## config.mk

```make
export PLATFORM = sky130hd
export DESIGN_NAME = cbd_post
export DESIGN_NICKNAME = d
export VERILOG_FILES = /design/src/design/cbd_pkg.sv /design/src/design/cbd_post.sv
export SDC_FILE = /design/constraint.sdc
export NUM_CORES = 1
export LEC_CHECK = 0
export ABC_AREA = 1
export BUFFER_PORTS_ARGS = -buffer_cell sky130_fd_sc_hd__buf_2
export CORE_AREA = 4 4 107 109
export DETAILED_ROUTE_END_ITERATION = 10
export DIE_AREA = 0 0 111 113
export PLACE_DENSITY = 0.61
export SLEW_MARGIN = 20
export SYNTH_ARGS = -nofsm -noshare
export SYNTH_HDL_FRONTEND = slang
export SYNTH_SLANG_ARGS = --single-unit
```

## constraint.sdc

```tcl
create_clock -name clk_i -period 1.45 [get_ports clk_i]
set_input_delay 0.2175 -clock clk_i [delete_from_list [all_inputs] [get_ports clk_i]]
set_output_delay 0.2175 -clock clk_i [all_outputs]
set_load 0.05 [all_outputs]
```

## src/design/cbd_pkg.sv

```systemverilog
// Shared types and constants for the compass bearing pipeline.
// Holds the CORDIC arctangent table and the fixed-point formats; no dependencies.
`default_nettype none

package cbd_pkg;

  // Coordinate and difference widths.
  localparam int unsigned COORD_W = 16;
  localparam int unsigned DIFF_W = COORD_W + 1;
  localparam int unsigned MAG_W = COORD_W;

  // CORDIC datapath: magnitude pre-shifted by PRE_SHIFT, with headroom for the
  // CORDIC gain and a sign bit.
  localparam int unsigned PRE_SHIFT = 16;
  localparam int unsigned XY_W = MAG_W + PRE_SHIFT + 3;
  localparam int unsigned CORDIC_STAGES = 20;

  // Angles are degrees with ANG_FRAC fractional bits.
  localparam int unsigned ANG_FRAC = 24;
  localparam int unsigned Z_W = 33;
  localparam int unsigned TOT_W = 33;
  localparam int unsigned BEARING_W = TOT_W - ANG_FRAC;

  // Stream word widths.
  localparam int unsigned S_TDATA_W = 4 * COORD_W;
  localparam int unsigned M_TDATA_W = 16;

  // atan(2^-i) in degrees, scaled by 2^ANG_FRAC and rounded to nearest.
  localparam logic signed [Z_W-1:0] ATAN_TAB [32] = '{
    754974720, 445687602, 235489088, 119537938, 60000934, 30029717,
    15018523, 7509720, 3754917, 1877466, 938734, 469367, 234684, 117342,
    58671, 29335, 14668, 7334, 3667, 1833, 917, 458, 229, 115, 57, 29,
    14, 7, 4, 2, 1, 0
  };

  // How the first-quadrant angle is formed from the CORDIC result.
  typedef enum logic [2:0] {
    MODE_ZERO,       // no east difference: due north or south
    MODE_NINETY,     // no up difference: due east or west
    MODE_FORTYFIVE,  // equal magnitudes
    MODE_DIRECT,     // east smaller than up: angle is the CORDIC result
    MODE_COMPL       // east larger than up: angle is 90 less the CORDIC result
  } mode_e;

  // Side information that travels alongside the CORDIC stages.
  typedef struct packed {
    logic  east_neg;
    logic  up_neg;
    mode_e mode;
  } meta_t;

endpackage

`default_nettype wire

```

## src/design/cbd_post.sv

```systemverilog
// Output stage: clamps the octant angle, unfolds octant and quadrant, floors.
// Holds the output register of the stream. Depends on cbd_pkg.
`default_nettype none

module cbd_post (
  input  wire logic                       clk_i,
  input  wire logic                       rst_ni,
  input  wire logic                       en_i,
  input  wire logic                       valid_i,
  input  wire logic signed [cbd_pkg::Z_W-1:0] z_i,
  input  wire cbd_pkg::meta_t             meta_i,
  output logic                            valid_o,
  output logic [cbd_pkg::BEARING_W-1:0]   bearing_o
);
  import cbd_pkg::*;

  localparam logic [TOT_W-1:0] DEG45  = TOT_W'(45) << ANG_FRAC;
  localparam logic [TOT_W-1:0] DEG90  = TOT_W'(90) << ANG_FRAC;
  localparam logic [TOT_W-1:0] DEG180 = TOT_W'(180) << ANG_FRAC;
  localparam logic [TOT_W-1:0] DEG360 = TOT_W'(360) << ANG_FRAC;

  logic [TOT_W-1:0]     z_clamp;
  logic [TOT_W-1:0]     phi;
  logic [TOT_W-1:0]     total;
  logic [TOT_W-1:0]     total_wrap;
  logic [BEARING_W-1:0] bearing_d;
  logic                 valid_q;
  logic [BEARING_W-1:0] bearing_q;

  always_comb begin
    if (z_i[Z_W-1]) begin
      z_clamp = '0;
    end else if (TOT_W'($unsigned(z_i)) > DEG45) begin
      z_clamp = DEG45;
    end else begin
      z_clamp = TOT_W'($unsigned(z_i));
    end

    case (meta_i.mode)
      MODE_ZERO:      phi = '0;
      MODE_NINETY:    phi = DEG90;
      MODE_FORTYFIVE: phi = DEG45;
      MODE_DIRECT:    phi = z_clamp;
      MODE_COMPL:     phi = DEG90 - z_clamp;
      default:        phi = '0;
    endcase

    case ({meta_i.east_neg, meta_i.up_neg})
      2'b00:   total = phi;
      2'b01:   total = DEG180 - phi;
      2'b11:   total = DEG180 + phi;
      default: total = DEG360 - phi;
    endcase

    // Due north approached from the west side lands on 360 and wraps to 0.
    total_wrap = (total >= DEG360) ? total - DEG360 : total;
    bearing_d  = total_wrap[TOT_W-1:ANG_FRAC];
  end

  always_ff @(posedge clk_i or negedge rst_ni) begin
    if (!rst_ni) begin
      valid_q <= 1'b0;
    end else if (en_i) begin
      valid_q <= valid_i;
    end
  end

  always_ff @(posedge clk_i) begin
    if (en_i) begin
      bearing_q <= bearing_d;
    end
  end

  assign valid_o   = valid_q;
  assign bearing_o = bearing_q;

endmodule

`default_nettype wire

```

Word-level counts from Yosys, hierarchy flattened

Index checks and enable logic that the tools add are counted.
W data, S select, Z words.

Register bits after elaboration: 10
Input port bits: 42

$add $sub $neg: 5
Magnitude comparators: 2
Eq/ne operators: 6
Muxes and demuxes: 5
Reductions and logical operators: 1

Operators by type and width:

| operator                 | count |
|---|---|
| $pmux W33 S4             | 1 |
| $pmux W33 S3             | 1 |
| $mux W33                 | 2 |
| $add A32 B33 Y33 const A | 1 |
| $ge A33 B33 Y1 const B   | 1 |
| $gt A33 B30 Y1 const B   | 1 |
| $sub A31 B33 Y33 const A | 1 |
| $sub A32 B33 Y33 const A | 1 |
| $sub A33 B33 Y33 const A | 1 |
| $sub A33 B33 Y33 const B | 1 |
| $mux W32                 | 1 |
| $eq A3 B2 Y1 const B     | 2 |
| $eq A3 B1 Y1 const B     | 1 |
| $eq A3 B3 Y1 const B     | 1 |
| $eq A2 B1 Y1 const B     | 1 |
| $eq A2 B2 Y1 const B     | 1 |
| $logic_not A2 Y1         | 1 |

Logic depth before layout (Yosys ltp)

Depth after elaboration: 9
Depth in mapped cells: 37
Gate-level depth less buffers: 35

Least setup slack after synthesis

OpenSTA, ideal clock, no wires.

Path kind: input port to flip-flop
Start: in z_i[31] in the netlist's numbering
End: reg bearing_q[3] (netlist: bearing_o[3]) (data pin)
Setup time: 0.253 ns
Arrival time: 3.779 ns
Data required time: 1.197 ns
Setup slack: -2.582 ns
Cell stages on the path: 34
Path buffers: 2
Cell sequence: nor2_1 nand3_1 nor2_1 inv_1 nand3_2 nand2_4 buf_4 buf_2 nand2_1 ha_1 nand2_1 nor2_1 nand2_1 o21ai_1 inv_1 nand2_1 nand3_1 nand2_1 inv_1 ha_1 inv_1 nor2_1 nand2_1 nor2_1 nand2_1 a21oi_2 nor2_2 nor2_4 ha_1 inv_1 a21oi_2 nand2_2 nand3_1 nand2_1

Cells in the longest elaborated chain, start to end: 9
Elaborated cells on any way between the ends: 12

RTL lines:

| element                                            | RTL line       | text |
|---|---|---|
| start, declared                                    | cbd_post.sv:10 | `input wire logic signed [cbd_pkg::Z_W-1:0] z_i,` |
| $gt A33 B30 Y1                                     | cbd_post.sv:33 | `end else if (TOT_W'($unsigned(z_i)) > DEG45) begin` |
| $mux W32 (*)                                       | cbd_post.sv:33 |  |
| $mux W33 (*)                                       | cbd_post.sv:31 | `if (z_i[Z_W-1]) begin` |
| $sub A31 B33 Y33                                   | cbd_post.sv:44 | `MODE_COMPL: phi = DEG90 - z_clamp;` |
| $pmux W33 S4 (*)                                   | cbd_post.sv:39 | `case (meta_i.mode)` |
| $sub A33 B33 Y33 (tied with other cells)           | cbd_post.sv:52 | `default: total = DEG360 - phi;` |
| $pmux W33 S3 (*)                                   | cbd_post.sv:48 | `case ({meta_i.east_neg, meta_i.up_neg})` |
| $sub A33 B33 Y33 or $ge A33 B33 Y1 (tied branches) | cbd_post.sv:56 | `total_wrap = (total >= DEG360) ? total - DEG360 : total;` |
| $mux W33 (*)                                       | cbd_post.sv:56 |  |
| net total_wrap[27]                                 | cbd_post.sv:25 | `logic [TOT_W-1:0] total_wrap;` |
| end signal, assigned                               | cbd_post.sv:70 | `bearing_q <= bearing_d;` |
| end, declared                                      | cbd_post.sv:28 | `logic [BEARING_W-1:0] bearing_q;` |

Mark *: on every way through the listed nets, which the timed path passes. The rest lies on a longest branch.
A chain may end at the register's enable or synchronous reset.

Final worst setup path

Start: in z_i[25] in the netlist's numbering
End: reg bearing_q[6] (netlist: bearing_o[6]) (data pin)

The elaborated chain is that of the path after synthesis.

==> flow_metrics.py <==
metrics = {
    "routing": {
        "totalWireLength_um": 14310,
        "wl_per_cell_um": 12.84,
        "routed_via_density": 4.937,
        "vias": 5500,
        "postRouteAntennaNets": 0,
        "drc": 0,
        "drt_first_iter_violations": 285,
        "first_pass_iters": 5,
    },
    "critical_path": {
        "cp_data_required_time_ns": 1.43,
        "criticalPathCategory": "input pin to register",
        "slowest_stage": "ha_4",
        "cp_max_fo": 12,
        "worst_setup_path_end_kind": "register",
        "critPathMaxStageDelay_ns": 0.27,
        "worst_path_most_repeated_cell": "nand2_1",
        "startpoint_type": "input pin",
        "cp_data_arrival_time_ns": 3.63,
    },
    "die": {
        "ios": 52,
        "initial_core_util_pct": 33.76,
        "die_area_sq_um": 12540,
        "die_w_um": 111,
        "die_y_um": 113,
        "coreArea_sq_um": 10600,
        "rows": 38,
    },
    "job": {
        "maxCapViolations": 0,
    },
    "yosys": {
        "synth_warnings": 0,
        "muxShareOfSynthArea_pct": 0.3146,
        "synth_area_sq_um": 3580,
        "synth_fa_ha_area_share_pct": 3.845,
        "synth-xor-area-share_pct": 0.4893,
        "synth-seq-area-share_pct": 8.249,
        "synth_compound_area_share_pct": 14.47,
        "netlist_instances": 707,
        "synth_cell_types": 39,
        "synth_top_family_by_area": "simple AND/OR/NAND/NOR gates",
        "synth.avg_cell_area_sq_um": 5.063,
        "synthesis.nets": 760,
        "synth-seq-cells": 10,
        "synth-simple-area-share_pct": 58.51,
    },
    "worst_hold_path": {
        "hold_path_class": "input pin to register",
    },
    "layout": {
        "area_delta_synth_final_pct": 83.36,
        "seqCellArea_sq_um": 295.3,
        "filler_cell_count": 935,
        "final_area_sq_um": 6564,
        "layout_commonest_cell": "buf_4",
        "layout_common_cells": "buf_4, nand2_1, inv_1",
        "num_antenna_cells": 0,
        "nNetsFinal": 1028,
        "drive_above_1_share_pct": 49.08,
        "multiInputGateArea_sq_um": 3576,
    },
    "placed_design": {
        "dpl.hpwl_um": 10190,
        "dpl_worst_slack_ns": -2.654,
        "dpl_cell_area_sq_um": 5361,
        "portBuffers": 51,
        "gp_congestion": 0.9092,
    },
    "run_status": {
        "violations": "negative setup slack",
        "outcome": "finished with violations",
    },
    "grt": {
        "busiest_layer": "met2",
        "grt_use_met2_pct": 38.47,
        "globalRoute.totalOverflow": 0,
        "met1_usage_pct": 26.67,
        "track_usage_pct": 20.94,
        "met3_usage_pct": 1.176,
        "antenna_found_initial": 0,
        "grt_pass1_vias": 5153,
        "grt_max_degree": 18,
        "grt_first_pass_wirelength_um": 22770,
    },
    "sta": {
        "rsz0062_at_grt": "true",
        "maxSlewViolCount": 0,
        "fmax_mhz": 274.4,
        "fin_crit_sh_pct": 251.3,
        "skew_ns": 0,
        "setup_viol": 9,
        "hold_viol": 0,
        "worst_slack_ns": -2.194,
        "post-route-min-period_ns": 3.644,
    },
    "pwr": {
        "irDropWorstVdd_mv": 0.6994,
        "powerDensity_nw_per_um2": 544.2,
        "p_leak_nw": 3.520,
    },
    "clocking": {
        "cts_root_buffer": "clkbuf_8",
        "cts_tree": "yes",
        "htree_num_levels": 1,
        "clk_pin_slew_ns": 0.04,
        "clk_latency_ns": 0.23,
        "clock-sinks": 10,
        "cts_buffers": 3,
        "clockBufferDepth": 2,
    },
}
==> routing by layer <==
layer | part of all wire [%] | vias up
li1 | - | 2796
met1 | 41 | 2476
met2 | 51 | 186
met3 | 4.9 | 42
met4 | 3.2 | 0
met5 | 0 | -
==> path summary, 6_finish.rpt <==
kind / from / end / slack, ns / depth (start not counted)
worst max-delay path: z_i[25] / bearing_o[6]$_DFFE_PP_ / -2.19 / 33
worst min-delay path: valid_i / valid_o$_DFFE_PN0P_ / 0.22 / 2
worst max register to register: valid_o$_DFFE_PN0P_ / valid_o$_DFFE_PN0P_ / 0.72 / 1
worst min register to register: valid_o$_DFFE_PN0P_ / valid_o$_DFFE_PN0P_ / 0.50 / 1
max in group asynchronous: rst_ni / valid_o$_DFFE_PN0P_ / 1.08 / 2
min in group asynchronous: rst_ni / valid_o$_DFFE_PN0P_ / 0.29 / 2
==> power breakdown <==
part / switching [W] / internal [W] / leakage [nW]
clock network: 0.0000939 / 0.000191 / 0.0228
logic: 0.00165 / 0.00124 / 3.40
registers: 0.00000980 / 0.000385 / 0.0991
==> critical path, delay by kind of cell <==
family | cells | cell delay [ns]
fa+ha+maj | 1 | 0.27
compound gates | 2 | 0.25
buf+inv | 7 | 0.61
simple gates | 23 | 2.25
==> flip-flops by register name, summed over array words and instances (netlist names) <==
| name | flops |
|---|---|
| bearing_o | 9 |
| valid_o | 1 |
==> area by class of cell <==
class / instances / share of cell area, %
clock buffers: 4 / 0.6862
inverters: 108 / 6.329
multi-input cells: 577 / 54.48
flip-flops and latches: 10 / 4.499
well taps: 140 / 2.669
repair buffers: 275 / 31.34
==> cell families after synthesis <==
kind of cell,count (synthesis)
buf+inv,121
simple gates,476
compound gates,85
mux,1
flops,10
fa+ha+maj,11
other cells,1
xor+xnor,2
==> cells in the mapped netlist, drive strengths merged <==
cell / number / area share (%)
edfxtp: 9 / 7.5
ha: 11 / 3.8
xnor2: 1 / 0.24
or2: 2 / 0.35
o21bai: 1 / 0.21
o31ai: 8 / 1.8
inv: 107 / 11
a21oi: 29 / 4.6
clkinv: 1 / 0.10
mux2: 1 / 0.31
nand4: 5 / 0.87
nand2: 242 / 26
nand3b: 1 / 0.56
o21ai: 38 / 5.5
o41ai: 7 / 1.9
buf: 9 / 2.3
dfrtp: 1 / 0.70
nor2: 119 / 15
conb: 1 / 0.10
a211oi: 1 / 0.21
nand3: 102 / 15
nor3: 5 / 0.84
clkbuf: 4 / 0.42
o211ai: 1 / 0.21
xor2: 1 / 0.24
==> repair_timing <==
action                                  CTS  global route
hold endpoints to repair                  1             0
hold buffers                              1             0
pin swaps                                53            48
endpoints found under the setup margin    9             9
setup buffers                            27            18
gates cloned                              2             0
resized for setup                       108           112
==> metrics by stage <==
step | utilization (%) | instances | hold WS [ns] | total power, W | TNS, ns
after floorplan | - | 707 | -0.07809 | 0.001735 | -17.55
after CTS | 56.90 | 1097 | 0.2197 | 0.003194 | -17.36
after global routing | 61.91 | 1114 | 0.2246 | 0.003850 | -20.22
after detailed placement | 50.57 | 1067 | -0.007376 | 0.002618 | -21.40
after global placement | 50.57 | 1067 | -0.007741 | 0.002604 | -21.16
final | 61.91 | 1114 | 0.2206 | 0.003572 | -17.95
No activity file was read; power rests on OpenSTA's default activity.
