==> src/design/cbd_pkg.sv <==
// Shared types and constants for the compass bearing pipeline.
// Holds the CORDIC arctangent table and the fixed-point formats; no dependencies.
`default_nettype none

package cbd_pkg;

  // Coordinate and difference widths.
  localparam int unsigned COORD_W = 16;
  localparam int unsigned DIFF_W = COORD_W + 1;
  localparam int unsigned MAG_W = COORD_W;

  // CORDIC datapath: magnitude pre-shifted by PRE_SHIFT, with headroom for the
  // CORDIC gain and a sign bit.
  localparam int unsigned PRE_SHIFT = 16;
  localparam int unsigned XY_W = MAG_W + PRE_SHIFT + 3;
  localparam int unsigned CORDIC_STAGES = 20;

  // Angles are degrees with ANG_FRAC fractional bits.
  localparam int unsigned ANG_FRAC = 24;
  localparam int unsigned Z_W = 33;
  localparam int unsigned TOT_W = 33;
  localparam int unsigned BEARING_W = TOT_W - ANG_FRAC;

  // Stream word widths.
  localparam int unsigned S_TDATA_W = 4 * COORD_W;
  localparam int unsigned M_TDATA_W = 16;

  // atan(2^-i) in degrees, scaled by 2^ANG_FRAC and rounded to nearest.
  localparam logic signed [Z_W-1:0] ATAN_TAB [32] = '{
    754974720, 445687602, 235489088, 119537938, 60000934, 30029717,
    15018523, 7509720, 3754917, 1877466, 938734, 469367, 234684, 117342,
    58671, 29335, 14668, 7334, 3667, 1833, 917, 458, 229, 115, 57, 29,
    14, 7, 4, 2, 1, 0
  };

  // How the first-quadrant angle is formed from the CORDIC result.
  typedef enum logic [2:0] {
    MODE_ZERO,       // no east difference: due north or south
    MODE_NINETY,     // no up difference: due east or west
    MODE_FORTYFIVE,  // equal magnitudes
    MODE_DIRECT,     // east smaller than up: angle is the CORDIC result
    MODE_COMPL       // east larger than up: angle is 90 less the CORDIC result
  } mode_e;

  // Side information that travels alongside the CORDIC stages.
  typedef struct packed {
    logic  east_neg;
    logic  up_neg;
    mode_e mode;
  } meta_t;

endpackage

`default_nettype wire

==> src/design/cbd_prep.sv <==
// Input stage of the bearing pipeline: differences, magnitudes, octant fold.
// Depends on cbd_pkg.
`default_nettype none

module cbd_prep (
  input  wire logic                              clk_i,
  input  wire logic                              rst_ni,
  input  wire logic                              en_i,
  input  wire logic                              valid_i,
  input  wire logic signed [cbd_pkg::COORD_W-1:0] start_x_i,
  input  wire logic signed [cbd_pkg::COORD_W-1:0] start_y_i,
  input  wire logic signed [cbd_pkg::COORD_W-1:0] end_x_i,
  input  wire logic signed [cbd_pkg::COORD_W-1:0] end_y_i,
  output logic                                   valid_o,
  output logic signed [cbd_pkg::XY_W-1:0]        x_o,
  output logic signed [cbd_pkg::XY_W-1:0]        y_o,
  output cbd_pkg::meta_t                         meta_o
);
  import cbd_pkg::*;

  logic signed [DIFF_W-1:0] east;
  logic signed [DIFF_W-1:0] up;
  logic [DIFF_W-1:0]        east_abs;
  logic [DIFF_W-1:0]        up_abs;
  logic [MAG_W-1:0]         mag_a;
  logic [MAG_W-1:0]         mag_b;
  logic [MAG_W-1:0]         hi;
  logic [MAG_W-1:0]         lo;
  meta_t                    meta_d;
  logic                     valid_q;
  logic signed [XY_W-1:0]   x_q;
  logic signed [XY_W-1:0]   y_q;
  meta_t                    meta_q;

  always_comb begin
    east     = DIFF_W'(end_x_i) - DIFF_W'(start_x_i);
    up       = DIFF_W'(start_y_i) - DIFF_W'(end_y_i);
    east_abs = east[DIFF_W-1] ? DIFF_W'(-east) : DIFF_W'(east);
    up_abs   = up[DIFF_W-1] ? DIFF_W'(-up) : DIFF_W'(up);
    // A magnitude of 17-bit differences never exceeds 65535.
    mag_a    = east_abs[MAG_W-1:0];
    mag_b    = up_abs[MAG_W-1:0];

    meta_d.east_neg = east[DIFF_W-1];
    meta_d.up_neg   = up[DIFF_W-1];
    if (mag_a == '0) begin
      meta_d.mode = MODE_ZERO;
    end else if (mag_b == '0) begin
      meta_d.mode = MODE_NINETY;
    end else if (mag_a == mag_b) begin
      meta_d.mode = MODE_FORTYFIVE;
    end else if (mag_a < mag_b) begin
      meta_d.mode = MODE_DIRECT;
    end else begin
      meta_d.mode = MODE_COMPL;
    end

    if (mag_a < mag_b) begin
      hi = mag_b;
      lo = mag_a;
    end else begin
      hi = mag_a;
      lo = mag_b;
    end
  end

  always_ff @(posedge clk_i or negedge rst_ni) begin
    if (!rst_ni) begin
      valid_q <= 1'b0;
    end else if (en_i) begin
      valid_q <= valid_i;
    end
  end

  always_ff @(posedge clk_i) begin
    if (en_i) begin
      x_q    <= $signed({3'b000, hi, PRE_SHIFT'(0)});
      y_q    <= $signed({3'b000, lo, PRE_SHIFT'(0)});
      meta_q <= meta_d;
    end
  end

  assign valid_o = valid_q;
  assign x_o     = x_q;
  assign y_o     = y_q;
  assign meta_o  = meta_q;

endmodule

`default_nettype wire

==> config.mk <==
export PLATFORM = sky130hd
export DESIGN_NAME = cbd_prep
export DESIGN_NICKNAME = d
export VERILOG_FILES = /design/src/design/cbd_pkg.sv /design/src/design/cbd_prep.sv
export SDC_FILE = /design/constraint.sdc
export NUM_CORES = 1
export LEC_CHECK = 0
export ABC_AREA = 1
export BUFFER_PORTS_ARGS = -buffer_cell sky130_fd_sc_hd__buf_2
export CORE_ASPECT_RATIO = 1.1
export CORE_MARGIN = 8
export CORE_UTILIZATION = 30
export CTS_BUF_LIST = sky130_fd_sc_hd__clkbuf_8
export CTS_CLUSTER_DIAMETER = 150
export DETAILED_ROUTE_END_ITERATION = 8
export PLACE_DENSITY = 0.58
export SETUP_SLACK_MARGIN = 0.02
export SYNTH_ARGS = -nofsm -noshare
export SYNTH_HDL_FRONTEND = slang
export SYNTH_SLANG_ARGS = --single-unit
==> constraint.sdc <==
create_clock -name clk_i -period 1 [get_ports clk_i]
set_input_delay 0.05 -clock clk_i [delete_from_list [all_inputs] [get_ports clk_i]]
set_output_delay 0.05 -clock clk_i [all_outputs]
set_load 0.05 [all_outputs]
**Yosys cells after proc, flatten, opt, wreduce, memory -nomap -nowiden**

Cells that the tools add are included.

- Logic and storage cells: 25
- Bits of input ports: 68
- Output and inout bits: 76
- Register bits after elaboration: 38

- Equal/unequal tests: 1
- Add/subtract/negate cells: 4
- Reductions and logical operators: 4
- Muxes and demuxes: 7
- Magnitude comparators: 1

Operators by type and width:

| cell | count |
|---|---|
| $mux 16 | 4 |
| $sub 16x16->17 | 2 |
| $logic_not 16->1 | 2 |
| $neg 16->16 | 2 |
| $eq 16x16->1 | 1 |
| $lt 16x16->1 | 1 |
| $mux 3 | 1 |
| $reduce_or 3->1 | 1 |
| $mux 2 | 1 |
| $reduce_or 2->1 | 1 |
| $mux 1 | 1 |

**Longest topological paths before layout**

Gate-level depths: netlist of the first run.

- Depth after elaboration: 7
- Mapped depth: 31
- Depth with buffers taken out: 30

**Worst setup path after synthesis of the first run**

No wires, ideal clock.

- Path type: input to register
- Start: input port start_y_i[0] (netlist name)
- End: register x_q[29] (netlist: x_o[29]) (data pin)
- Required time: 735 ps
- Path buffers: 1
- Library setup time: 265 ps
- Stages: 28
- Arrival: 3239 ps
- Setup slack: -2503 ps
- Cells stage by stage: inv_1 ha_1 fa_1 ha_1 inv_1 nor2_2 nand3_1 nor2_2 nand3_1 nor2_2 nand2_2 nor2_1 nand2_1 nand2_1 nand2_1 nand2_1 inv_1 ha_1 nand2_1 inv_1 nand3_1 nor3_1 nand2_1 nand2_1 clkinv_1 clkbuf_1 nand2_1 o21ai_0

- Cells in the longest elaborated chain, start to end: 5

Ends and longest elaborated chain:

| what | RTL line | text |
|---|---|---|
| start, declared | cbd_prep.sv:11 | `input wire logic signed [cbd_pkg::COORD_W-1:0] start_y_i,` |
| $sub 16x16->17 (*) | cbd_prep.sv:37 | `up = DIFF_W'(start_y_i) - DIFF_W'(end_y_i);` |
| $neg 16->16 | cbd_prep.sv:39 | `up_abs = up[DIFF_W-1] ? DIFF_W'(-up) : DIFF_W'(up);` |
| $mux 16 (*) | cbd_prep.sv:39 |  |
| $lt 16x16->1 | cbd_prep.sv:58 | `if (mag_a < mag_b) begin` |
| $mux 16 (*) | cbd_prep.sv:58 |  |
| via hi[13] | cbd_prep.sv:27 | `logic [MAG_W-1:0] hi;` |
| end signal, assigned | cbd_prep.sv:77 | `x_q <= $signed({3'b000, hi, PRE_SHIFT'(0)});` |
| end, declared | cbd_prep.sv:31 | `logic signed [XY_W-1:0] x_q;` |

The timed path passes the listed nets; every way through them passes the cells marked *.
A chain may end at the register's enable or synchronous reset.

**Worst setup path after layout of the first run**

- Start: input port start_y_i[0] (netlist name)
- End: register meta_q (netlist bit meta_o[1]) (data pin)

- Cells in the longest elaborated chain, start to end: 6
- Elaborated cells between the ends (all ways): 9
- Classes of those cells: add/sub (2); order compare (1); eq/ne (1); mux (3); reduce/logical (2)

Ends and longest elaborated chain:

| what | RTL line | text |
|---|---|---|
| $sub 16x16->17 (*) | cbd_prep.sv:37 |  |
| $neg 16->16 | cbd_prep.sv:39 |  |
| $mux 16 (*) | cbd_prep.sv:39 |  |
| $lt 16x16->1 | cbd_prep.sv:52 | `end else if (mag_a < mag_b) begin` |
| $mux 3 | cbd_prep.sv:52 |  |
| $mux 2 | cbd_prep.sv:50 | `end else if (mag_a == mag_b) begin` |
| end signal, assigned | cbd_prep.sv:79 | `meta_q <= meta_d;` |
| end, declared | cbd_prep.sv:33 | `meta_t meta_q;` |

Mark *: on every way between the ends. The rest lies on a longest branch, timed or not.

==> results of run 1 <==
[per-stage QoR]
step / TNS, ns / total power, mW / cells / hold slack (ns) / setup slack (ns)
detailed placement: -92.75 / 13.59 / 1425 / -0.1727 / -2.689
floorplan: -78.73 / 10.21 / 943 / -0.2456 / -2.255
finish: -75.56 / 17.80 / 1470 / 0.06386 / -2.187
CTS: -75.08 / 17.02 / 1468 / 0.05641 / -2.187
global route: -82.57 / 19.07 / 1470 / 0.07453 / -2.387
global placement: -90.63 / 13.44 / 1425 / -0.1755 / -2.634
[worst max path at each step]
stage | startpoint | endpoint | depth (start not counted)
detailed placement | start_y_i[0] | x_o[18] | 25
floorplan | start_y_i[0] | x_o[29] | 28
global route | start_y_i[0] | y_o[28] | 29
CTS | start_y_i[0] | meta_o[1] | 30
global placement | start_y_i[0] | x_o[18] | 25
finish | start_y_i[0] | meta_o[1] | 30
[power by group]
group	leakage (nW)	switching, mW	internal [mW]
registers	0.372	0.165	2.70
logic	4.38	8.33	5.57
clock network	0.0493	0.545	0.482
[cell families after synthesis]
kind of cell	share of synthesized area
AO/OA/AOI/OAI	0.08903
XOR/XNOR	0.01498
adder cells (fa/ha/maj)	0.1172
buffers and inverters	0.1657
flip-flops	0.2001
multiplexers	0.001983
other	0.0006605
AND/OR/NAND/NOR	0.4103
[worst max-delay path, delay by kind of cell]
family,cells,cell delay (ns)
fa+ha+maj,4,1.15
buf+inv,8,0.60
simple gates,18,1.44
[cells in the final DEF, fill, tap and decap left out, types with 6 or more instances in the layout]
| cell | netlist | final |
|---|---|---|
| nand2_1 | 305 | 267 |
| buf_4 | 38 | 205 |
| inv_1 | 142 | 131 |
| buf_2 | 0 | 97 |
| nand3_1 | 68 | 59 |
| nand2_2 | 30 | 54 |
| nor2_1 | 54 | 47 |
| conb_1 | 1 | 38 |
| ha_1 | 50 | 37 |
| edfxtp_1 | 37 | 37 |
| a21oi_1 | 30 | 25 |
| o21ai_2 | 2 | 25 |
| inv_2 | 10 | 20 |
| nand2_4 | 6 | 20 |
| o21ai_1 | 3 | 15 |
| nor2_2 | 11 | 14 |
| nand3b_1 | 12 | 12 |
| ha_4 | 0 | 12 |
| nand3_2 | 7 | 11 |
| a21oi_2 | 4 | 8 |
| o21ai_0 | 42 | 7 |
| nand4_1 | 7 | 7 |
| buf_6 | 5 | 7 |
| nand3_4 | 1 | 6 |
[state kept, by name, indices dropped and copies added, names as in the netlist]
register / cells
x_o: 16
y_o: 16
valid_o: 1
meta_o: 5
[final cells by class]
type	count	area, sq um
clock buffer	5	68.82
clock inverter	3	17.52
fill	1893	9634
inverter	154	623.1
multi-input combinational	703	4324
sequential	38	1137
tap	243	304.0
timing repair buffer	322	2351
timing repair inverter	2	17.52
[routing by layer]
metal,global-route usage,share of wire,vias to the layer above
met5,0,0,-
met4,0.02181,0.0073,0
met3,0.01939,0.034,12
met2,0.2713,0.52,122
met1,0.1638,0.44,2889
li1,-,-,3437
[what timing repair did]
| action | CTS | global route |
|---|---|---|
| resized for setup | 107 | 65 |
| pin swaps | 37 | 15 |
| hold buffers | 2 | 0 |
| buffers inserted | 28 | 3 |
| setup endpoints to repair | 39 | 42 |
| cloned | 5 | 1 |
| endpoints found under the hold margin | 2 | 0 |
==> flow_metrics.tcl, run 1 <==
set metrics [dict create \
    status "complete, but fails checks" \
    violations "setup timing" \
    finalHoldViolCount 0 \
    path_clk_slew_ns 0.07 \
    drv_cap 0 \
    place.gp.congestion 0.8664 \
    worstRegToRegCells 1 \
    vdd_ir_drop_max_mv 1.598 \
    drive_gt1_frac 0.4254 \
    vias 6460 \
    root_buffer "clkbuf_8" \
    firstDrtPassIters 6 \
    synth_area_per_cell_sq_um 6.267 \
    io_buffers 105 \
    ios 144 \
    worst_path_max_delay_cell "fa_2" \
    hp-class "in2async" \
    core_region_area_sq_mm 0.01848 \
    p_leak_nw 4.805 \
    synth_edf_count 37 \
    r2r-end "valid_o" \
    antenna_left 0 \
    synth_area_leaders "nand2_1 20%, edfxtp_1 20%, ha_1 11%, inv_1 9.4%, nand3_1 6.0%" \
    post-route-util 0.4786 \
    fin_ws_ns -2.187 \
    ys_async_sr_fraction 0.02632 \
    rsz0062_at_grt "yes" \
    drc_errors 0 \
    grt_pass1_wl_um 28500 \
    antenna_found_initial 0 \
    h-tree-depth 2 \
    pwr_density_cell_mw_per_mm2 2013 \
    timing.rr.start "valid_o" \
    yosys.area.top_type "nand2_1" \
    min_period_ns 3.187 \
    slew_viol_final 0 \
    die_h_um 160.3 \
    start_util 0.3073 \
    critical_path_class "in2reg" \
    drtIter0Drc 219 \
    design_area_sq_mm 0.008843 \
    core.rowCount 52 \
    grt_overflow 0 \
    clock-sinks 38 \
    required_ns 1.05 \
    seq_area_frac_synth 0.2001 \
    critPathMaxStageDelay_ns 0.59 \
    diodes 0 \
    grt_pass1_vias 6454 \
    clock_skew_ns 0 \
    synth_cells 906 \
    grt_util_all_layers 0.1413 \
    synth_warnings 0 \
    placed_area_sq_mm 0.007819 \
    setup_viol 37 \
    grt_max_degree 38 \
    wirelength_um 17230 \
    synth.cell_area_sq_mm 0.005678 \
    die_w_um 147.2 \
    critPathLaunchType "input pin" \
    ys.flop_type "edfxtp_1" \
    crit_fanout 5 \
    path_common_cell "inv_2" \
    yosys-top-cells-count "305 x nand2_1, 142 x inv_1, 68 x nand3_1" \
    finalNetCount 1346 \
    areaGrowthSynthToFinish_pct 55.75 \
    synth.distinct_cells 43 \
    arrival_ns 3.23 \
    die_area_sq_mm 0.02359 \
    insertion_delay_ns 0.28 \
    dpl.hpwl_um 13930 \
    reg2reg_slack_ns 0.24 \
    crit_path_end_kind "flop" \
    post-synth-top-count-cell "nand2_1" \
    synth_top_area_share 0.2016 \
    routed_wire_length_per_instance_um 11.72 \
    ys_seq_elements 38 \
    fin_crit_sh 3.187 \
    cts_tree "built" \
    vias_per_cell 4.395 \
    fmax_ghz 0.3138 \
    numCtsBuffers 5 \
    cts_buffer_depth 2 \
]
Power figures use the tool's default switching activity.
==> run 2: changes to the inputs <==
--- a/config.mk
+++ b/config.mk
@@ -14,7 +14,7 @@
 export CTS_CLUSTER_DIAMETER = 150
 export DETAILED_ROUTE_END_ITERATION = 8
 export PLACE_DENSITY = 0.58
-export SETUP_SLACK_MARGIN = 0.02
+export SETUP_SLACK_MARGIN = 0.5
 export SYNTH_ARGS = -nofsm -noshare
 export SYNTH_HDL_FRONTEND = slang
 export SYNTH_SLANG_ARGS = --single-unit
==> run 2 against run 1 <==
  * The run still ends with setup timing left
  * Final area is 3.0% higher
  * Via count rose by 0.42%
  * Register-to-register slack got worse by 0.03 ns
  * First-iteration DRC count shrank 12%
  * Count of clock-buffer cells in the layout stayed put
==> flow_metrics.tcl, run 2 (synthesis gave the netlist of run 1 again) <==
set metrics [dict create \
    cts_tree "built" \
    arrival_ns 3.26 \
    mostFrequentLayoutCells "261 x nand2_1, 204 x buf_4, 131 x inv_1, 64 x buf_2, 60 x nand2_2" \
    core_region_area_sq_mm 0.01848 \
    whs_path_depth 2 \
    critPathLaunchType "input pin" \
    pwr_density_cell_mw_per_mm2 2073 \
    timing.rr.start "valid_o" \
    grt_pass1_vias 6476 \
    drtIter0Drc 192 \
    fin_crit_sh 3.207 \
    post-route-util 0.4928 \
    ios 144 \
    crit_cells 28 \
    fmax_ghz 0.3118 \
    status "complete, but fails checks" \
    tns_ns -76.24 \
    slew_viol_final 0 \
    clock-sinks 38 \
    worstSetupStartpoint "start_y_i[0]" \
    post-place-ws_ns -2.689 \
    path_common_cell "buf_4" \
    grt_pass1_wl_um 28480 \
    min_period_ns 3.207 \
    crit_buf_inv 11 \
    critical_path_class "in2reg" \
    h-tree-depth 2 \
    routed_wire_length_per_instance_um 11.79 \
    cts_buffer_depth 2 \
    violations "setup timing" \
    numCtsBuffers 5 \
    r2r-end "valid_o" \
    finalHoldViolCount 0 \
    place.gp.congestion 0.8664 \
    antenna_left 0 \
    required_ns 1.05 \
    crit_path_end_kind "flop" \
    dpl.hpwl_um 13930 \
    grt_overflow 0 \
    timing.hold.ws_ns 0.001544 \
    firstDrtPassIters 4 \
    totalPowerFinal_mw 18.87 \
    drive_gt1_frac 0.4312 \
    p_leak_nw 4.900 \
    cp-endpoint "meta_o[1]" \
    design_area_sq_mm 0.009105 \
    wirelength_um 17350 \
    antenna_found_initial 0 \
    start_util 0.3073 \
    final_cells 1472 \
    cp_top_family "simple AND/OR/NAND/NOR gates" \
    rsz0062_at_grt "yes" \
    io_buffers 105 \
    path_clk_slew_ns 0.07 \
    root_buffer "clkbuf_8" \
    areaGrowthSynthToFinish_pct 60.36 \
    fill_cells 1851 \
    grt_util_all_layers 0.1412 \
    finalNetCount 1348 \
    vias_per_cell 4.407 \
    hp-class "in2reg" \
    placedCellCount 1425 \
    drv_cap 0 \
    die_area_sq_mm 0.02359 \
    diodes 0 \
    reg2reg_slack_ns 0.21 \
    setup_viol 37 \
    worst_path_max_delay_cell "fa_2" \
    crit_fanout 3 \
    final_common_cell "nand2_1" \
    drc_errors 0 \
    grt_max_degree 38 \
    core.rowCount 52 \
    vdd_ir_drop_max_mv 1.849 \
    fin_ws_ns -2.207 \
    insertion_delay_ns 0.28 \
    die_h_um 160.3 \
    placed_area_sq_mm 0.007819 \
    worstRegToRegCells 1 \
    critPathMaxStageDelay_ns 0.59 \
    clock_skew_ns 0 \
    vias 6487 \
    die_w_um 147.2 \
]
run 2: changes by cell type in the layout (fill, tap and decap cells not counted), moves of 6 or more:
cell and change:
buf_6 +35, buf_2 -33, nand2_1 -6, nand2_2 +6
run 2: worst min path at each step:
stage                     endpoint  slack, ns     from
after floorplan            valid_o      -0.25   rst_ni
after global placement     valid_o      -0.18   rst_ni
after detailed placement   valid_o      -0.17   rst_ni
after CTS                  valid_o      -0.01  valid_i
after global routing       valid_o      0.003  valid_i
final                      valid_o      0.002  valid_i
run 2: final cells by class:
class                   instances  area [sq um]  area share
repair buffers                324          2597      0.2853
multi-input cells             703          4339      0.4766
repair inverters                2         17.52    0.001924
clock inverters                 3         17.52    0.001924
flip-flops and latches         38          1137      0.1249
well taps                     243         304.0     0.03339
clock buffers                   5         68.82    0.007558
inverters                     154         623.1     0.06843
run 2: layer usage:
metal | vias to the layer above | GRT usage | wire length, um
li1 | 3441 | - | -
met1 | 2921 | 0.1638 | 7631
met2 | 114 | 0.2725 | 9061
met3 | 11 | 0.01743 | 527
met4 | 0 | 0.02181 | 128
met5 | - | 0 | 0
run 2: timing repair:
action,4_1_cts,5_1_grt
pin swaps,37,15
hold buffers,1,0
gates resized for setup,181,64
endpoints found under the hold margin,2,0
setup endpoints to repair,76,76
buffers inserted,28,4
gates cloned,5,1
run 2: power by group:
part           total [mW]  leakage (nW)  switching (mW)  internal [mW]
registers            3.02         0.372           0.300           2.72
logic                14.8          4.48            8.44           6.39
clock network        1.02        0.0493           0.543          0.482
